==> src/rtl/rte_pkg.sv <==
package rte_pkg;

   localparam int XLEN = 64;
   localparam int CODE_W = 4;
   localparam int EXC_DELEG_W = 16;
   localparam int INT_DELEG_W = 12;
   localparam int CSR_INDEX_W = 2;

   // Privilege mode encodings.
   localparam logic [1:0] MODE_USER       = 2'd0;
   localparam logic [1:0] MODE_SUPERVISOR = 2'd1;
   localparam logic [1:0] MODE_MACHINE    = 2'd3;

   // Configuration register indexes.
   typedef enum logic [CSR_INDEX_W-1:0] {
      CSR_EXC_DELEG = 2'd0,
      CSR_INT_DELEG = 2'd1,
      CSR_MTVEC     = 2'd2,
      CSR_STVEC     = 2'd3
   } csr_index_type;

   typedef struct packed {
      logic [XLEN-1:0]   current_pc;
      logic [1:0]        current_mode;
      logic              interrupt_flag;
      logic [CODE_W-1:0] trap_code;
      logic              machine_ie_in;
      logic              supervisor_ie_in;
   } req_payload_type;

   typedef struct packed {
      logic [XLEN-1:0] next_pc;
      logic [1:0]      next_mode;
      logic            to_supervisor;
      logic [XLEN-1:0] saved_pc;
      logic [XLEN-1:0] cause_word;
      logic            new_ie;
      logic            new_pie;
      logic [1:0]      new_pp;
   } rsp_payload_type;

   typedef struct packed {
      logic [EXC_DELEG_W-1:0] exception_delegation;
      logic [INT_DELEG_W-1:0] interrupt_delegation;
      logic [XLEN-1:0]        machine_vector_base;
      logic [XLEN-1:0]        supervisor_vector_base;
   } cfg_type;

endpackage

==> src/rtl/rte_if.sv <==
interface rte_req_if;
   logic                     valid;
   logic                     ready;
   rte_pkg::req_payload_type payload;

   modport source (output valid, output payload, input ready);
   modport sink (input valid, input payload, output ready);
endinterface

interface rte_rsp_if;
   logic                     valid;
   logic                     ready;
   rte_pkg::rsp_payload_type payload;

   modport source (output valid, output payload, input ready);
   modport sink (input valid, input payload, output ready);
endinterface

==> src/rtl/riscv_trap_entry_unit.sv <==
// RISC-V trap entry unit. Each request describes one trap (pc, privilege mode,
// interrupt flag, cause code and the current MIE/SIE bits) and produces exactly
// one response: handler pc, new mode, delegation flag, saved epc, cause word
// and the new IE/PIE/PP bits of the target level. A new request can be taken
// every cycle unless both registers are full and the response is stalled; the
// request passes through the request register and the response register that
// frame the decision logic. Under backpressure both registers hold, so the unit
// buffers up to two requests. The delegation and vector registers are written
// through the csr_ port and should only be changed while no request is in
// flight; all of them reset to zero.
module riscv_trap_entry_unit (
   input  logic                            clock,
   input  logic                            reset,
   rte_req_if.sink                         req_bus,
   rte_rsp_if.source                       rsp_bus,
   input  logic                            csr_we,
   input  logic [rte_pkg::CSR_INDEX_W-1:0] csr_index,
   input  logic [rte_pkg::XLEN-1:0]        csr_wdata
);

   rte_pkg::cfg_type         cfg;
   rte_pkg::req_payload_type req_ff;
   rte_pkg::rsp_payload_type rsp_in;
   rte_pkg::rsp_payload_type rsp_ff;
   logic                     s1_valid_ff;
   logic                     s2_valid_ff;
   logic                     s1_advance;
   logic                     s2_advance;
   logic                     req_take;

   rte_csr u_csr (
      .clock     (clock),
      .reset     (reset),
      .csr_we    (csr_we),
      .csr_index (csr_index),
      .csr_wdata (csr_wdata),
      .cfg       (cfg)
   );

   rte_decide u_decide (
      .req (req_ff),
      .cfg (cfg),
      .rsp (rsp_in)
   );

   // The response register loads when it is empty or being drained; the
   // request register loads whenever its content moves on or it is empty.
   assign s2_advance = !s2_valid_ff || rsp_bus.ready;
   assign s1_advance = !s1_valid_ff || s2_advance;
   assign req_bus.ready = s1_advance;
   assign req_take = req_bus.valid && s1_advance;

   always_ff @(posedge clock) begin
      if (reset) begin
         s1_valid_ff <= 1'b0;
         s2_valid_ff <= 1'b0;
      end else begin
         if (s1_advance) begin
            s1_valid_ff <= req_bus.valid;
         end
         if (s2_advance) begin
            s2_valid_ff <= s1_valid_ff;
         end
      end
   end

   always_ff @(posedge clock) begin
      if (req_take) begin
         req_ff <= req_bus.payload;
      end
      if (s2_advance && s1_valid_ff) begin
         rsp_ff <= rsp_in;
      end
   end

   assign rsp_bus.valid = s2_valid_ff;
   assign rsp_bus.payload = rsp_ff;

   // An accepted request always occupies the request register next cycle.
   assert property (@(posedge clock) disable iff (reset)
      req_take |=> s1_valid_ff)
      else $error("accepted request not captured");

   // A request moving out of the first stage becomes a visible response.
   assert property (@(posedge clock) disable iff (reset)
      s1_valid_ff && s2_advance |=> rsp_bus.valid)
      else $error("request lost between stages");

   // A machine-mode trap is never delegated.
   assert property (@(posedge clock) disable iff (reset)
      s1_valid_ff && s2_advance && req_ff.current_mode == rte_pkg::MODE_MACHINE
      |=> !rsp_bus.payload.to_supervisor &&
          rsp_bus.payload.new_pp == rte_pkg::MODE_MACHINE)
      else $error("machine trap delegated");

   // Delegation flag and target mode agree, and the target enable is cleared.
   assert property (@(posedge clock) disable iff (reset)
      rsp_bus.valid |->
         (rsp_bus.payload.to_supervisor ==
          (rsp_bus.payload.next_mode == rte_pkg::MODE_SUPERVISOR)) &&
         !rsp_bus.payload.new_ie)
      else $error("inconsistent target mode");

endmodule

==> src/rtl/rte_csr.sv <==
module rte_csr (
   input  logic                              clock,
   input  logic                              reset,
   input  logic                              csr_we,
   input  logic [rte_pkg::CSR_INDEX_W-1:0]   csr_index,
   input  logic [rte_pkg::XLEN-1:0]          csr_wdata,
   output rte_pkg::cfg_type                  cfg
);

   rte_pkg::cfg_type cfg_ff;
   rte_pkg::cfg_type cfg_in;

   always_comb begin
      cfg_in = cfg_ff;
      if (csr_we) begin
         case (rte_pkg::csr_index_type'(csr_index))
            rte_pkg::CSR_EXC_DELEG: begin
               cfg_in.exception_delegation = csr_wdata[rte_pkg::EXC_DELEG_W-1:0];
            end
            rte_pkg::CSR_INT_DELEG: begin
               cfg_in.interrupt_delegation = csr_wdata[rte_pkg::INT_DELEG_W-1:0];
            end
            rte_pkg::CSR_MTVEC: begin
               cfg_in.machine_vector_base = csr_wdata;
            end
            rte_pkg::CSR_STVEC: begin
               cfg_in.supervisor_vector_base = csr_wdata;
            end
            default: begin
               cfg_in = cfg_ff;
            end
         endcase
      end
   end

   always_ff @(posedge clock) begin
      if (reset) begin
         cfg_ff <= '0;
      end else begin
         cfg_ff <= cfg_in;
      end
   end

   assign cfg = cfg_ff;

endmodule

==> src/rtl/rte_decide.sv <==
module rte_decide (
   input  rte_pkg::req_payload_type req,
   input  rte_pkg::cfg_type         cfg,
   output rte_pkg::rsp_payload_type rsp
);

   logic [rte_pkg::EXC_DELEG_W-1:0] int_deleg_ext;
   logic                            deleg_bit;
   logic                            to_s;
   logic [rte_pkg::XLEN-1:0]        tvec;
   logic [rte_pkg::XLEN-1:0]        offset;
   logic [rte_pkg::XLEN-1:0]        pc_minus;

   always_comb begin
      // Interrupt codes above the implemented delegation bits read as zero.
      int_deleg_ext = {{(rte_pkg::EXC_DELEG_W - rte_pkg::INT_DELEG_W){1'b0}},
                       cfg.interrupt_delegation};
      deleg_bit = req.interrupt_flag ? int_deleg_ext[req.trap_code]
                                     : cfg.exception_delegation[req.trap_code];
      to_s = (req.current_mode == rte_pkg::MODE_USER ||
              req.current_mode == rte_pkg::MODE_SUPERVISOR) && deleg_bit;
      tvec = to_s ? cfg.supervisor_vector_base : cfg.machine_vector_base;
      offset = (tvec[0] && req.interrupt_flag)
             ? {{(rte_pkg::XLEN - rte_pkg::CODE_W - 2){1'b0}}, req.trap_code, 2'b00}
             : '0;
      pc_minus = req.current_pc - rte_pkg::XLEN'(4);

      rsp.next_pc = {tvec[rte_pkg::XLEN-1:1], 1'b0} + offset;
      rsp.next_mode = to_s ? rte_pkg::MODE_SUPERVISOR : rte_pkg::MODE_MACHINE;
      rsp.to_supervisor = to_s;
      rsp.saved_pc = {pc_minus[rte_pkg::XLEN-1:1], 1'b0};
      rsp.cause_word = {req.interrupt_flag,
                        {(rte_pkg::XLEN - rte_pkg::CODE_W - 1){1'b0}},
                        req.trap_code};
      rsp.new_ie = 1'b0;
      rsp.new_pie = to_s ? req.supervisor_ie_in : req.machine_ie_in;
      // SPP is a single bit: zero from user, one from supervisor.
      if (to_s) begin
         rsp.new_pp = (req.current_mode == rte_pkg::MODE_USER) ? rte_pkg::MODE_USER
                                                              : rte_pkg::MODE_SUPERVISOR;
      end else begin
         rsp.new_pp = req.current_mode;
      end
   end

endmodule
==> src/flat_wrapper.sv <==
// flat-port wrapper written by rule: the top's interface ports become plain ports
module riscv_trap_entry_unit_flat 
  (clock, reset, csr_we, csr_index, csr_wdata, req_bus_valid, req_bus_payload, req_bus_ready, rsp_bus_valid, rsp_bus_payload, rsp_bus_ready);
  rte_req_if req_bus_i ();
  rte_rsp_if rsp_bus_i ();
  input  logic clock;
  input  logic reset;
  input  logic csr_we;
  input  logic [rte_pkg::CSR_INDEX_W-1:0] csr_index;
  input  logic [rte_pkg::XLEN-1:0] csr_wdata;
  input wire logic [$bits(req_bus_i.valid)-1:0] req_bus_valid;
  input wire logic [$bits(req_bus_i.payload)-1:0] req_bus_payload;
  output wire logic [$bits(req_bus_i.ready)-1:0] req_bus_ready;
  output wire logic [$bits(rsp_bus_i.valid)-1:0] rsp_bus_valid;
  output wire logic [$bits(rsp_bus_i.payload)-1:0] rsp_bus_payload;
  input wire logic [$bits(rsp_bus_i.ready)-1:0] rsp_bus_ready;
  assign req_bus_i.valid = req_bus_valid;
  assign req_bus_i.payload = req_bus_payload;
  assign req_bus_ready = req_bus_i.ready;
  assign rsp_bus_valid = rsp_bus_i.valid;
  assign rsp_bus_payload = rsp_bus_i.payload;
  assign rsp_bus_i.ready = rsp_bus_ready;
  riscv_trap_entry_unit u_core (.clock(clock), .reset(reset), .req_bus(req_bus_i), .rsp_bus(rsp_bus_i), .csr_we(csr_we), .csr_index(csr_index), .csr_wdata(csr_wdata));
endmodule
==> config.mk <==
export PLATFORM = sky130hd
export DESIGN_NAME = riscv_trap_entry_unit_flat
export DESIGN_NICKNAME = d
export VERILOG_FILES = /design/src/rtl/rte_pkg.sv /design/src/rtl/rte_if.sv /design/src/rtl/riscv_trap_entry_unit.sv /design/src/rtl/rte_csr.sv /design/src/rtl/rte_decide.sv /design/src/flat_wrapper.sv
export SDC_FILE = /design/constraint.sdc
export NUM_CORES = 1
export LEC_CHECK = 0
export ABC_AREA = 1
export BUFFER_PORTS_ARGS = -buffer_cell sky130_fd_sc_hd__buf_4
export CORE_ASPECT_RATIO = 1.1
export CORE_MARGIN = 8
export CORE_UTILIZATION = 35
export DETAILED_ROUTE_END_ITERATION = 7
export GPL_TIMING_DRIVEN = 0
export PLACE_DENSITY = 0.56
export SYNTH_ARGS = -nofsm -noshare
export SYNTH_HDL_FRONTEND = slang
export SYNTH_HIERARCHICAL = 1
export SYNTH_SLANG_ARGS = --single-unit
==> constraint.sdc <==
create_clock -name clock -period 13.8 [get_ports clock]
set_input_delay 0.69 -clock clock [delete_from_list [all_inputs] [get_ports clock]]
set_output_delay 0.69 -clock clock [all_outputs]
set_load 0.02 [all_outputs]
==> results of run 1 <==
==> layout by cell type (no fill, tap or decap), types with 2 or more instances in the layout <==
cell type	count
sky130_fd_sc_hd__nand4_1	64
sky130_fd_sc_hd__nand2_1	730
sky130_fd_sc_hd__a21oi_1	22
sky130_fd_sc_hd__buf_2	25
sky130_fd_sc_hd__conb_1	63
sky130_fd_sc_hd__buf_12	6
sky130_fd_sc_hd__buf_4	427
sky130_fd_sc_hd__buf_1	2
sky130_fd_sc_hd__xnor2_1	40
sky130_fd_sc_hd__inv_2	3
sky130_fd_sc_hd__nand3b_1	2
sky130_fd_sc_hd__nand2_2	4
sky130_fd_sc_hd__bufinv_16	10
sky130_fd_sc_hd__and2_1	4
sky130_fd_sc_hd__xor2_1	45
sky130_fd_sc_hd__nand3_1	84
sky130_fd_sc_hd__clkinvlp_4	5
sky130_fd_sc_hd__dfxtp_1	158
sky130_fd_sc_hd__buf_16	2
sky130_fd_sc_hd__nor3_2	2
sky130_fd_sc_hd__ha_1	5
sky130_fd_sc_hd__nor2_1	542
sky130_fd_sc_hd__inv_1	421
sky130_fd_sc_hd__o21ai_1	4
sky130_fd_sc_hd__clkinv_1	12
sky130_fd_sc_hd__buf_6	14
sky130_fd_sc_hd__nor4_1	4
sky130_fd_sc_hd__edfxtp_1	271
sky130_fd_sc_hd__clkinv_2	9
sky130_fd_sc_hd__o21ai_0	11
sky130_fd_sc_hd__nor2_2	16
sky130_fd_sc_hd__nor3_1	14
sky130_fd_sc_hd__nor2_4	2
sky130_fd_sc_hd__clkbuf_1	30
sky130_fd_sc_hd__clkbuf_16	50
sky130_fd_sc_hd__nand3_2	2
==> state kept, by name, summed over array words and instances (netlist names) <==
name,flops
u_core/s1_valid_ff,1
u_core/u_csr/cfg,156
u_core/req_ff,72
u_core/rsp_bus.payload,199
u_core/rsp_bus.valid,1
==> metal layers <==
| metal | GRT usage, % | vias to the layer above |
|---|---|---|
| met5 | 0 | - |
| met4 | 7.29 | 2 |
| met2 | 32.8 | 476 |
| li1 | - | 8776 |
| met1 | 21.7 | 7752 |
| met3 | 3.55 | 132 |
==> power groups by stage <==
stage,Combinational (mW),Clock (mW),Sequential (mW)
finish,0.413,1.39,1.48
global route,0.456,1.48,1.49
CTS,0.416,1.43,1.48
detailed placement,0.415,0,1.51
global placement,0.404,0,1.52
floorplan,0.198,0,1.55
==> through the flow <==
stage               std cells  setup WS, ns  setup TNS, ns  utilization (%)
finish                   3883          8.42              0             44.7
global route             3883          8.01              0             44.7
CTS                      3882          8.34              0             44.7
detailed placement       3791          8.37              0             41.8
global placement         3783         -1.79        -350.93             41.4
floorplan                2673          2.67              0                -
==> cell type report <==
class                      instances  share of cell area (%)
timing repair buffer             350                    10.3
inverter                         426                    6.03
clock inverter                    36                    1.66
clock buffer                      55                    4.82
multi-input combinational       1666                    27.2
buffer                           152                    3.86
antenna                            1                 0.00941
tap                              768                    3.62
sequential                       429                    42.5
==> worst reg2reg max path, cell delays in order (launching register included) <==
cell	delay, ns
sky130_fd_sc_hd__edfxtp_1	0.53
sky130_fd_sc_hd__inv_2	0.19
sky130_fd_sc_hd__buf_6	0.17
sky130_fd_sc_hd__nand2_1	0.07
sky130_fd_sc_hd__nand3_1	0.07
sky130_fd_sc_hd__nand3_1	0.11
sky130_fd_sc_hd__nand3_1	0.10
sky130_fd_sc_hd__nand2_2	0.13
sky130_fd_sc_hd__nand3_4	0.19
sky130_fd_sc_hd__buf_6	0.17
sky130_fd_sc_hd__buf_2	0.28
sky130_fd_sc_hd__buf_2	0.30
sky130_fd_sc_hd__nand2_1	0.10
sky130_fd_sc_hd__a21oi_1	0.21
sky130_fd_sc_hd__inv_1	0.11
sky130_fd_sc_hd__nor2_1	0.10
sky130_fd_sc_hd__ha_1	0.24
sky130_fd_sc_hd__inv_1	0.07
sky130_fd_sc_hd__fa_1	0.41
sky130_fd_sc_hd__inv_1	0.12
sky130_fd_sc_hd__a21oi_1	0.13
sky130_fd_sc_hd__inv_1	0.09
sky130_fd_sc_hd__nand3_2	0.18
sky130_fd_sc_hd__inv_2	0.10
sky130_fd_sc_hd__nand2_1	0.20
sky130_fd_sc_hd__nor2_1	0.44
sky130_fd_sc_hd__nand2_1	0.14
sky130_fd_sc_hd__xor2_1	0.18
==> path summary, 6_finish.rpt <==
kind | startpoint | end | depth (start not counted)
max reg2reg | u_core/req_ff[2]$_DFFE_PP_ | u_core/rsp_bus.payload[169]$_DFFE_PP_ | 27
max | u_core/req_ff[2]$_DFFE_PP_ | u_core/rsp_bus.payload[169]$_DFFE_PP_ | 27
min | req_bus_payload[8] | u_core/req_ff[8]$_DFFE_PP_ | 1
min reg2reg | u_core/u_csr/cfg[149]$_SDFFE_PP0P_ | u_core/u_csr/cfg[149]$_SDFFE_PP0P_ | 2
==> impl_metrics.ini, run 1 <==
[cells_and_area]
layout-area-overhead-vs-synth_pct = 27.1
layout_net_count = 3224
seq_area_um2 = 11300
fillerInstances = 5923
final_layout_size_suffix_gt1_share_pct = 18.8
finish.instance_area_um2 = 26600
multi_input_area_um2 = 7220

[critical_path]
worst-path-max-fanout = 10
sum_of_buffers_and_inverters_on_the_critical_path = 10
critPathLaunchType = flip-flop
critPathArrivalTime_ns = 5.69
crit_slowest_cell = sky130_fd_sc_hd__edfxtp_1
timing.setup.critical_path_class = reg2reg
setup.worst_path.end_class = flip-flop
req_time_crit_path_ns = 14.11
crit_path_max_incr_delay_ns = 0.53
critPathTopFamily = simple AND/OR/NAND/NOR gates
reg2reg_setup_slack_ns = 8.42

[timing]
maxClockFrequency_mhz = 186
grt_setup_unrepaired = false
setup_viol = 0
worst_max_slew_pin_slew_ns = 0.947
finClkSkew_ns = 0.0196
final-max-slew-violation-count = 0
hold_violations = 0
period_share_pct = 39.0
hold_slack_ns = 0.274
slew-limit-headroom_pct = 36.2
finalCriticalPeriod_ns = 5.38

[power_and_ir_drop]
power_report.internal_total_mw = 2.45
total_power_mw = 3.28
leakage_nw = 12.5
share_clk_of_total_power_pct = 42.3
power.share.sequential_pct = 45.1
power.switching_fraction_pct = 25.4
netSwitchingPower_mw = 0.832
pwr_density_nw_per_um2 = 123
comb_pwr_share_pct = 12.6
worst_ir_drop_vdd_v = 0.0000614

[cts]
post_cts_buffers = 0
cts_repair_resize_count = 0
numClockSinks = 429
clock_latency_reported_for_the_late_side_of_the_worst_skew_pair_ns = 0.59
clock_tree.htree_level_count = 2
clock_path_buffers = 3
clock_transition_at_path_regs_ns = 0.06
cts-root-buf = sky130_fd_sc_hd__clkbuf_16
cts-buffers-inserted = 49
tritoncts = built
post_cts_hold_buffer_count = 0

[placement]
post-dp-hpwl_um = 51300
gp_congestion = 0.943
port-buffer-count = 342
placed_cell_area_um2 = 24900

[logic_synthesis]
yosysWarningCount = 6
post_synth.cell_area_avg_um2 = 8.01
syn_inst = 2612
syn_area_um2 = 20900

[run_status]
outcome = finished, final reports clean

[route]
final_antenna_net_count = 0
drt-pass1-iter-count = 5
top_layer_used = met5
post-route-drc-count = 0
wl_met2_um = 31800
routed-wl-met3_um = 3660
avgRoutedWirePerCell_um = 16.5
vias_per_cell = 4.41
routed_wirelength_um = 64100
detailroute.via_count = 17138
wl_met1_um = 26300
dr.first_iter.drc_count = 993

[global_route]
grtUsageTotal_pct = 18.4
grt_pass1_wl_um = 97300
first_global_vias = 16866
grt_max_degree = 65
initial_antenna_violation_count = 2
grt-ovfl-total = 0

[floorplanning]
die-area_um2 = 67800
std_cell_rows = 94
initial_utilization_pct = 35.1
die_ht_um = 272
core_um2 = 59500
ios = 345
floorplan.die.width_um = 249

[job]
max-cap-violations = 0

[min_path]
hold_class = in2reg
No activity file was read; power rests on OpenSTA's default activity.
==> run 2, diff against run 1 <==
ABC_AREA = 0   (was 1)
clock period = 5.05 ns   (was 13.8 ns; I/O delays follow)
==> impl_metrics.ini, run 2 <==
[cts]
tritoncts = built
cts-buffers-inserted = 49
clock_latency_reported_for_the_late_side_of_the_worst_skew_pair_ns = 0.60
clock_tree.htree_level_count = 2
clock_path_buffers = 3
numClockSinks = 429
cts-root-buf = sky130_fd_sc_hd__clkbuf_16
clock_transition_at_path_regs_ns = 0.06

[route]
final_antenna_net_count = 0
vias_per_cell = 4.88
detailroute.via_count = 15000
routed_wirelength_um = 62900
avgRoutedWirePerCell_um = 20.5
post-route-drc-count = 0
drt-pass1-iter-count = 5
dr.first_iter.drc_count = 1147

[power_and_ir_drop]
share_clk_of_total_power_pct = 41.5
leakage_nw = 11.0
power.switching_fraction_pct = 24.3
worst_ir_drop_vdd_v = 0.000222
comb_pwr_share_pct = 11.0
total_power_mw = 8.45
pwr_density_nw_per_um2 = 310
power.share.sequential_pct = 47.5
power_report.internal_total_mw = 6.40
netSwitchingPower_mw = 2.05

[timing]
worst_max_slew_pin_slew_ns = 1.19
setup_viol = 0
maxClockFrequency_mhz = 203
hold_slack_ns = 0.0463
grt_setup_unrepaired = false
finClkSkew_ns = 0.0317
hold_violations = 0
timing.setup.tns_ns = 0
slew-limit-headroom_pct = 20.6
finalCriticalPeriod_ns = 4.94
final-max-slew-violation-count = 0
period_share_pct = 97.7

[cells_and_area]
fillerInstances = 5204
layout_commonest_cell = sky130_fd_sc_hd__buf_4
largest_register_ff_count = 199
multi_input_area_um2 = 8170
final_layout_size_suffix_gt1_share_pct = 26.8
layout_net_count = 2431
layout-area-overhead-vs-synth_pct = 36.4
layout_common_cells = sky130_fd_sc_hd__buf_4 (454), sky130_fd_sc_hd__edfxtp_1 (271), sky130_fd_sc_hd__nand2b_1 (224), sky130_fd_sc_hd__mux2i_1 (201), sky130_fd_sc_hd__dfxtp_1 (158)
seq_area_um2 = 11300

[global_route]
first_global_vias = 15205
grtUsageTotal_pct = 18.4
grt_max_degree = 73
grt_pass1_wl_um = 92900
initial_antenna_violation_count = 1
grt-ovfl-total = 0

[critical_path]
setup.worst_path.end_class = flip-flop
critPathArrivalTime_ns = 5.26
critPathLaunchType = flip-flop
worst-path-max-fanout = 7
setup.worst_path.start = u_core/req_ff[3]$_DFFE_PP_
critPathTopFamily = compound AO/OA/AOI/OAI gates
sum_of_buffers_and_inverters_on_the_critical_path = 4
req_time_crit_path_ns = 5.38
timing.setup.critical_path_class = reg2reg
worstPathCellList = buf_6, mux2i_1, a311o_1, o32a_4, nor2_4, clkinv_4, buf_12, mux2i_4, nor2_4, and2_4, ha_4, inv_2, fa_2, nor2b_4, o21ai_4, a21o_4, or4bb_4, mux2i_4, o2111ai_2, xor2_2
reg2reg_from = u_core/req_ff[3]$_DFFE_PP_
crit_path_max_incr_delay_ns = 0.56
crit_slowest_cell = sky130_fd_sc_hd__or4bb_4

[job]
max-cap-violations = 0

[floorplanning]
initial_utilization_pct = 35.2
ios = 345
core_um2 = 56900
std_cell_rows = 92
die_ht_um = 267
floorplan.die.width_um = 244
die-area_um2 = 65100

[logic_synthesis]
syn_area_um2 = 20000
post_synth.cell_area_avg_um2 = 12.0
syn_inst = 1664
yosysWarningCount = 6

[placement]
post-dp-hpwl_um = 45700
port-buffer-count = 343
gp_congestion = 0.853

[min_path]
hold_class = in2reg
min_delay_startpoint = csr_wdata[12]

[run_status]
outcome = finished, final reports clean
[run 2: worst paths after layout]
check / endpoint / slack (ns) / cells after the start
worst max-delay path: u_core/rsp_bus.payload[197]$_DFFE_PP_ / 0.11 / 20
worst min-delay path: u_core/u_csr/cfg[152]$_SDFFE_PP0P_ / 0.05 / 3
worst max register to register: u_core/rsp_bus.payload[197]$_DFFE_PP_ / 0.11 / 20
worst min register to register: u_core/u_csr/cfg[145]$_SDFFE_PP0P_ / 0.47 / 2
[run 2: timing repair]
| action | CTS | global route |
|---|---|---|
| setup endpoints to repair | 58 | 31 |
| endpoints found under the hold margin | 173 | 0 |
| resized for setup | 55 | 29 |
| hold buffers | 125 | 0 |
| setup buffers | 10 | 26 |
| pin swaps | 5 | 15 |
[run 2: layout make-up]
class	instances	share of cell area, %
Sequential cell	429	41.4
Multi-Input combinational cell	1133	29.9
Timing Repair Buffer	507	15.4
Clock buffer	65	4.79
Buffer	139	3.69
Tap cell	752	3.45
Clock inverter	27	0.995
Inverter	22	0.321
Antenna cell	1	0.00917
[run 2: worst register-to-register path, stage by stage (launching register included)]
cell and delay [ns]:
sky130_fd_sc_hd__edfxtp_1 0.44, sky130_fd_sc_hd__buf_6 0.18, sky130_fd_sc_hd__mux2i_1 0.12, sky130_fd_sc_hd__a311o_1 0.29, sky130_fd_sc_hd__o32a_4 0.44, sky130_fd_sc_hd__nor2_4 0.18
sky130_fd_sc_hd__clkinv_4 0.11, sky130_fd_sc_hd__buf_12 0.16, sky130_fd_sc_hd__mux2i_4 0.20, sky130_fd_sc_hd__nor2_4 0.13, sky130_fd_sc_hd__and2_4 0.16, sky130_fd_sc_hd__ha_4 0.13
sky130_fd_sc_hd__inv_2 0.04, sky130_fd_sc_hd__fa_2 0.38, sky130_fd_sc_hd__nor2b_4 0.16, sky130_fd_sc_hd__o21ai_4 0.12, sky130_fd_sc_hd__a21o_4 0.25, sky130_fd_sc_hd__or4bb_4 0.56
sky130_fd_sc_hd__mux2i_4 0.21, sky130_fd_sc_hd__o2111ai_2 0.18, sky130_fd_sc_hd__xor2_2 0.24
[run 2: power groups by stage]
stage	combinational, mW	clock (mW)	sequential, mW
2_1_floorplan	0.337	0	4.16
3_3_place_gp	0.786	0	4.10
3_5_place_dp	0.803	0	4.09
4_1_cts	0.908	3.63	4.02
5_1_grt	0.985	3.76	4.04
6_report	0.927	3.51	4.02
[run 2: per-layer routing]
layer	up-vias	GRT usage, %	routed length (µm)
li1	7087	-	-
met1	7204	23.3	26800
met2	589	30.6	29700
met3	120	4.37	4450
met4	0	6.48	1960
met5	-	0	0
[run 2: through the flow]
| stage | setup slack, ns | area, µm² | utilization (%) | instances |
|---|---|---|---|---|
| final | 0.115 | 27300 | 48.0 | 3075 |
| after global routing | 0.00747 | 27300 | 48.0 | 3074 |
| after CTS | -0.00154 | 27000 | 47.4 | 3048 |
| after floorplan | 0.0896 | 20200 | - | 1725 |
| after global placement | -2.19 | 23800 | 41.8 | 2820 |
| after detailed placement | -2.14 | 23800 | 41.9 | 2823 |
==> run 3, diff against run 2 <==
CORE_UTILIZATION = 55   (was 35)
PLACE_DENSITY = 0.8   (was 0.56)
==> impl_metrics.ini, run 3 (synthesis results as in run 2) <==
[run_status]
outcome = finished, final reports clean

[critical_path]
critPathLaunchType = flip-flop
worst-r2r-cell-count = 18
critPathArrivalTime_ns = 5.29
setup.worst_path.end_class = flip-flop
crit_slowest_cell = sky130_fd_sc_hd__or4_1
critPathTopFamily = compound AO/OA/AOI/OAI gates
setup.worst_path.start = u_core/req_ff[3]$_DFFE_PP_
worstPathCellList = buf_6, mux2i_1, a311o_1, o32a_4, nor2_4, clkinv_4, buf_12, mux2i_2, nor2_2, buf_4, and2_1, ha_1, inv_1, o21ai_4, nand3_1, or4_1, a211oi_1, xnor2_1
reg2reg_from = u_core/req_ff[3]$_DFFE_PP_
req_time_crit_path_ns = 5.33
timing.setup.critical_path_class = reg2reg
reg2reg_setup_slack_ns = 0.04
sum_of_buffers_and_inverters_on_the_critical_path = 5
crit_path_max_incr_delay_ns = 0.58
worst-path-max-fanout = 8
worstSetupPathDepth = 18

[route]
vias_per_cell = 5.58
routed_wirelength_um = 61100
dr.first_iter.drc_count = 1454
routed-wl-met3_um = 5270
avgRoutedWirePerCell_um = 22.1
wl_met2_um = 30400
detailroute.via_count = 15440
final_antenna_net_count = 0
drt-pass1-iter-count = 7
top_layer_used = met5
wl_met1_um = 23500
post-route-drc-count = 0

[floorplanning]
core_um2 = 36000
std_cell_rows = 73
ios = 345
die-area_um2 = 42700
floorplan.die.width_um = 198
initial_utilization_pct = 55.6
die_ht_um = 216

[cts]
cts-root-buf = sky130_fd_sc_hd__clkbuf_16
clock_transition_at_path_regs_ns = 0.06
clock_tree.htree_level_count = 2
tritoncts = built
cts-buffers-inserted = 44
clock_path_buffers = 3
clock_latency_reported_for_the_late_side_of_the_worst_skew_pair_ns = 0.56
numClockSinks = 429

[power_and_ir_drop]
share_clk_of_total_power_pct = 40.4
comb_pwr_share_pct = 10.9
pwr_density_nw_per_um2 = 312
netSwitchingPower_mw = 1.97
power.switching_fraction_pct = 23.8
leakage_nw = 10.8
power_report.internal_total_mw = 6.29
worst_ir_drop_vdd_v = 0.000257
power.share.sequential_pct = 48.7
total_power_mw = 8.26

[min_path]
min_delay_startpoint = csr_wdata[46]
hold_class = in2reg
hold_depth = 3

[timing]
finalCriticalPeriod_ns = 5.01
worst_max_slew_pin_slew_ns = 1.06
maxClockFrequency_mhz = 199
final-max-slew-violation-count = 0
hold_violations = 0
setup_viol = 0
period_share_pct = 99.3
finClkSkew_ns = 0.0219
slew-limit-headroom_pct = 29.5
hold_slack_ns = 0.0130

[cells_and_area]
layout_common_cells = sky130_fd_sc_hd__buf_4 (455), sky130_fd_sc_hd__edfxtp_1 (271), sky130_fd_sc_hd__nand2b_1 (224), sky130_fd_sc_hd__mux2i_1 (202), sky130_fd_sc_hd__dfxtp_1 (158)
final_layout_size_suffix_gt1_share_pct = 27.1
layout_net_count = 2396
finish.instance_area_um2 = 26500
layout_commonest_cell = sky130_fd_sc_hd__buf_4
final-instance-count-excl-fill = 2766
largest_register_ff_count = 199
final_util_pct = 73.7
layout-area-overhead-vs-synth_pct = 32.5
diodes = 0

[job]
max-cap-violations = 0

[placement]
port-buffer-count = 343
post-dp-hpwl_um = 42000
placed_cell_area_um2 = 23500
dp_cells = 2558
gp_congestion = 0.909

[global_route]
grtUsageTotal_pct = 27.2
first_global_vias = 15444
grt-ovfl-total = 0
initial_antenna_violation_count = 1
grt_pass1_wl_um = 90800
grt_max_degree = 76
-- run 3: final timing paths --
check                                                             end
worst max-delay path            u_core/rsp_bus.payload[196]$_DFFE_PP_
worst max register to register  u_core/rsp_bus.payload[196]$_DFFE_PP_
worst min-delay path                u_core/u_csr/cfg[46]$_SDFFE_PP0P_
worst min register to register     u_core/u_csr/cfg[138]$_SDFFE_PP0P_
-- run 3: power groups by stage --
stage	Sequential [mW]	Clock (mW)	Combinational, mW
final	4.02	3.34	0.904
after global routing	4.04	3.53	0.948
after CTS	4.01	3.37	0.867
after detailed placement	4.09	0	0.784
after global placement	4.09	0	0.760
after floorplan	4.16	0	0.337
-- run 3: what timing repair did --
action | 4_1_cts | 5_1_grt
setup buffers | 5 | 29
hold buffers | 96 | 0
resized for setup | 54 | 16
cloned | 0 | 1
endpoints found under the hold margin | 105 | 0
pin swaps | 3 | 12
endpoints found under the setup margin | 58 | 28
-- run 3: cell type report --
cell class / count / area [µm²]
timing repair buffer: 476 / 3870
inverter: 22 / 87.6
sequential: 429 / 11300
fill: 2433 / 9480
clock inverter: 25 / 258
clock buffer: 54 / 1230
tap: 487 / 609
buffer: 139 / 986
multi-input combinational: 1134 / 8160
-- run 3: per-layer routing --
metal  up-vias  track usage [%]
met5         -                0
met4         2             8.44
met3       131             5.49
met2       837             48.0
met1      7446             32.9
li1       7024                -
-- run 3: through the flow --
step	setup TNS [ns]	setup WS, ns
detailed placement	-69.14	-1.84
finish	0	0.0370
CTS	-0.0329	-0.0183
floorplan	0	0.0896
global placement	-67.98	-1.83
global route	-0.243	-0.0656
-- run 3: worst reg2reg max path: stages (launching register included) --
cell and delay, ns:
sky130_fd_sc_hd__edfxtp_1 0.43, sky130_fd_sc_hd__buf_6 0.17, sky130_fd_sc_hd__mux2i_1 0.12, sky130_fd_sc_hd__a311o_1 0.35, sky130_fd_sc_hd__o32a_4 0.43, sky130_fd_sc_hd__nor2_4 0.22
sky130_fd_sc_hd__clkinv_4 0.13, sky130_fd_sc_hd__buf_12 0.17, sky130_fd_sc_hd__mux2i_2 0.23, sky130_fd_sc_hd__nor2_2 0.09, sky130_fd_sc_hd__buf_4 0.14, sky130_fd_sc_hd__and2_1 0.15
sky130_fd_sc_hd__ha_1 0.40, sky130_fd_sc_hd__inv_1 0.19, sky130_fd_sc_hd__o21ai_4 0.26, sky130_fd_sc_hd__nand3_1 0.20, sky130_fd_sc_hd__or4_1 0.58, sky130_fd_sc_hd__a211oi_1 0.32
sky130_fd_sc_hd__xnor2_1 0.16
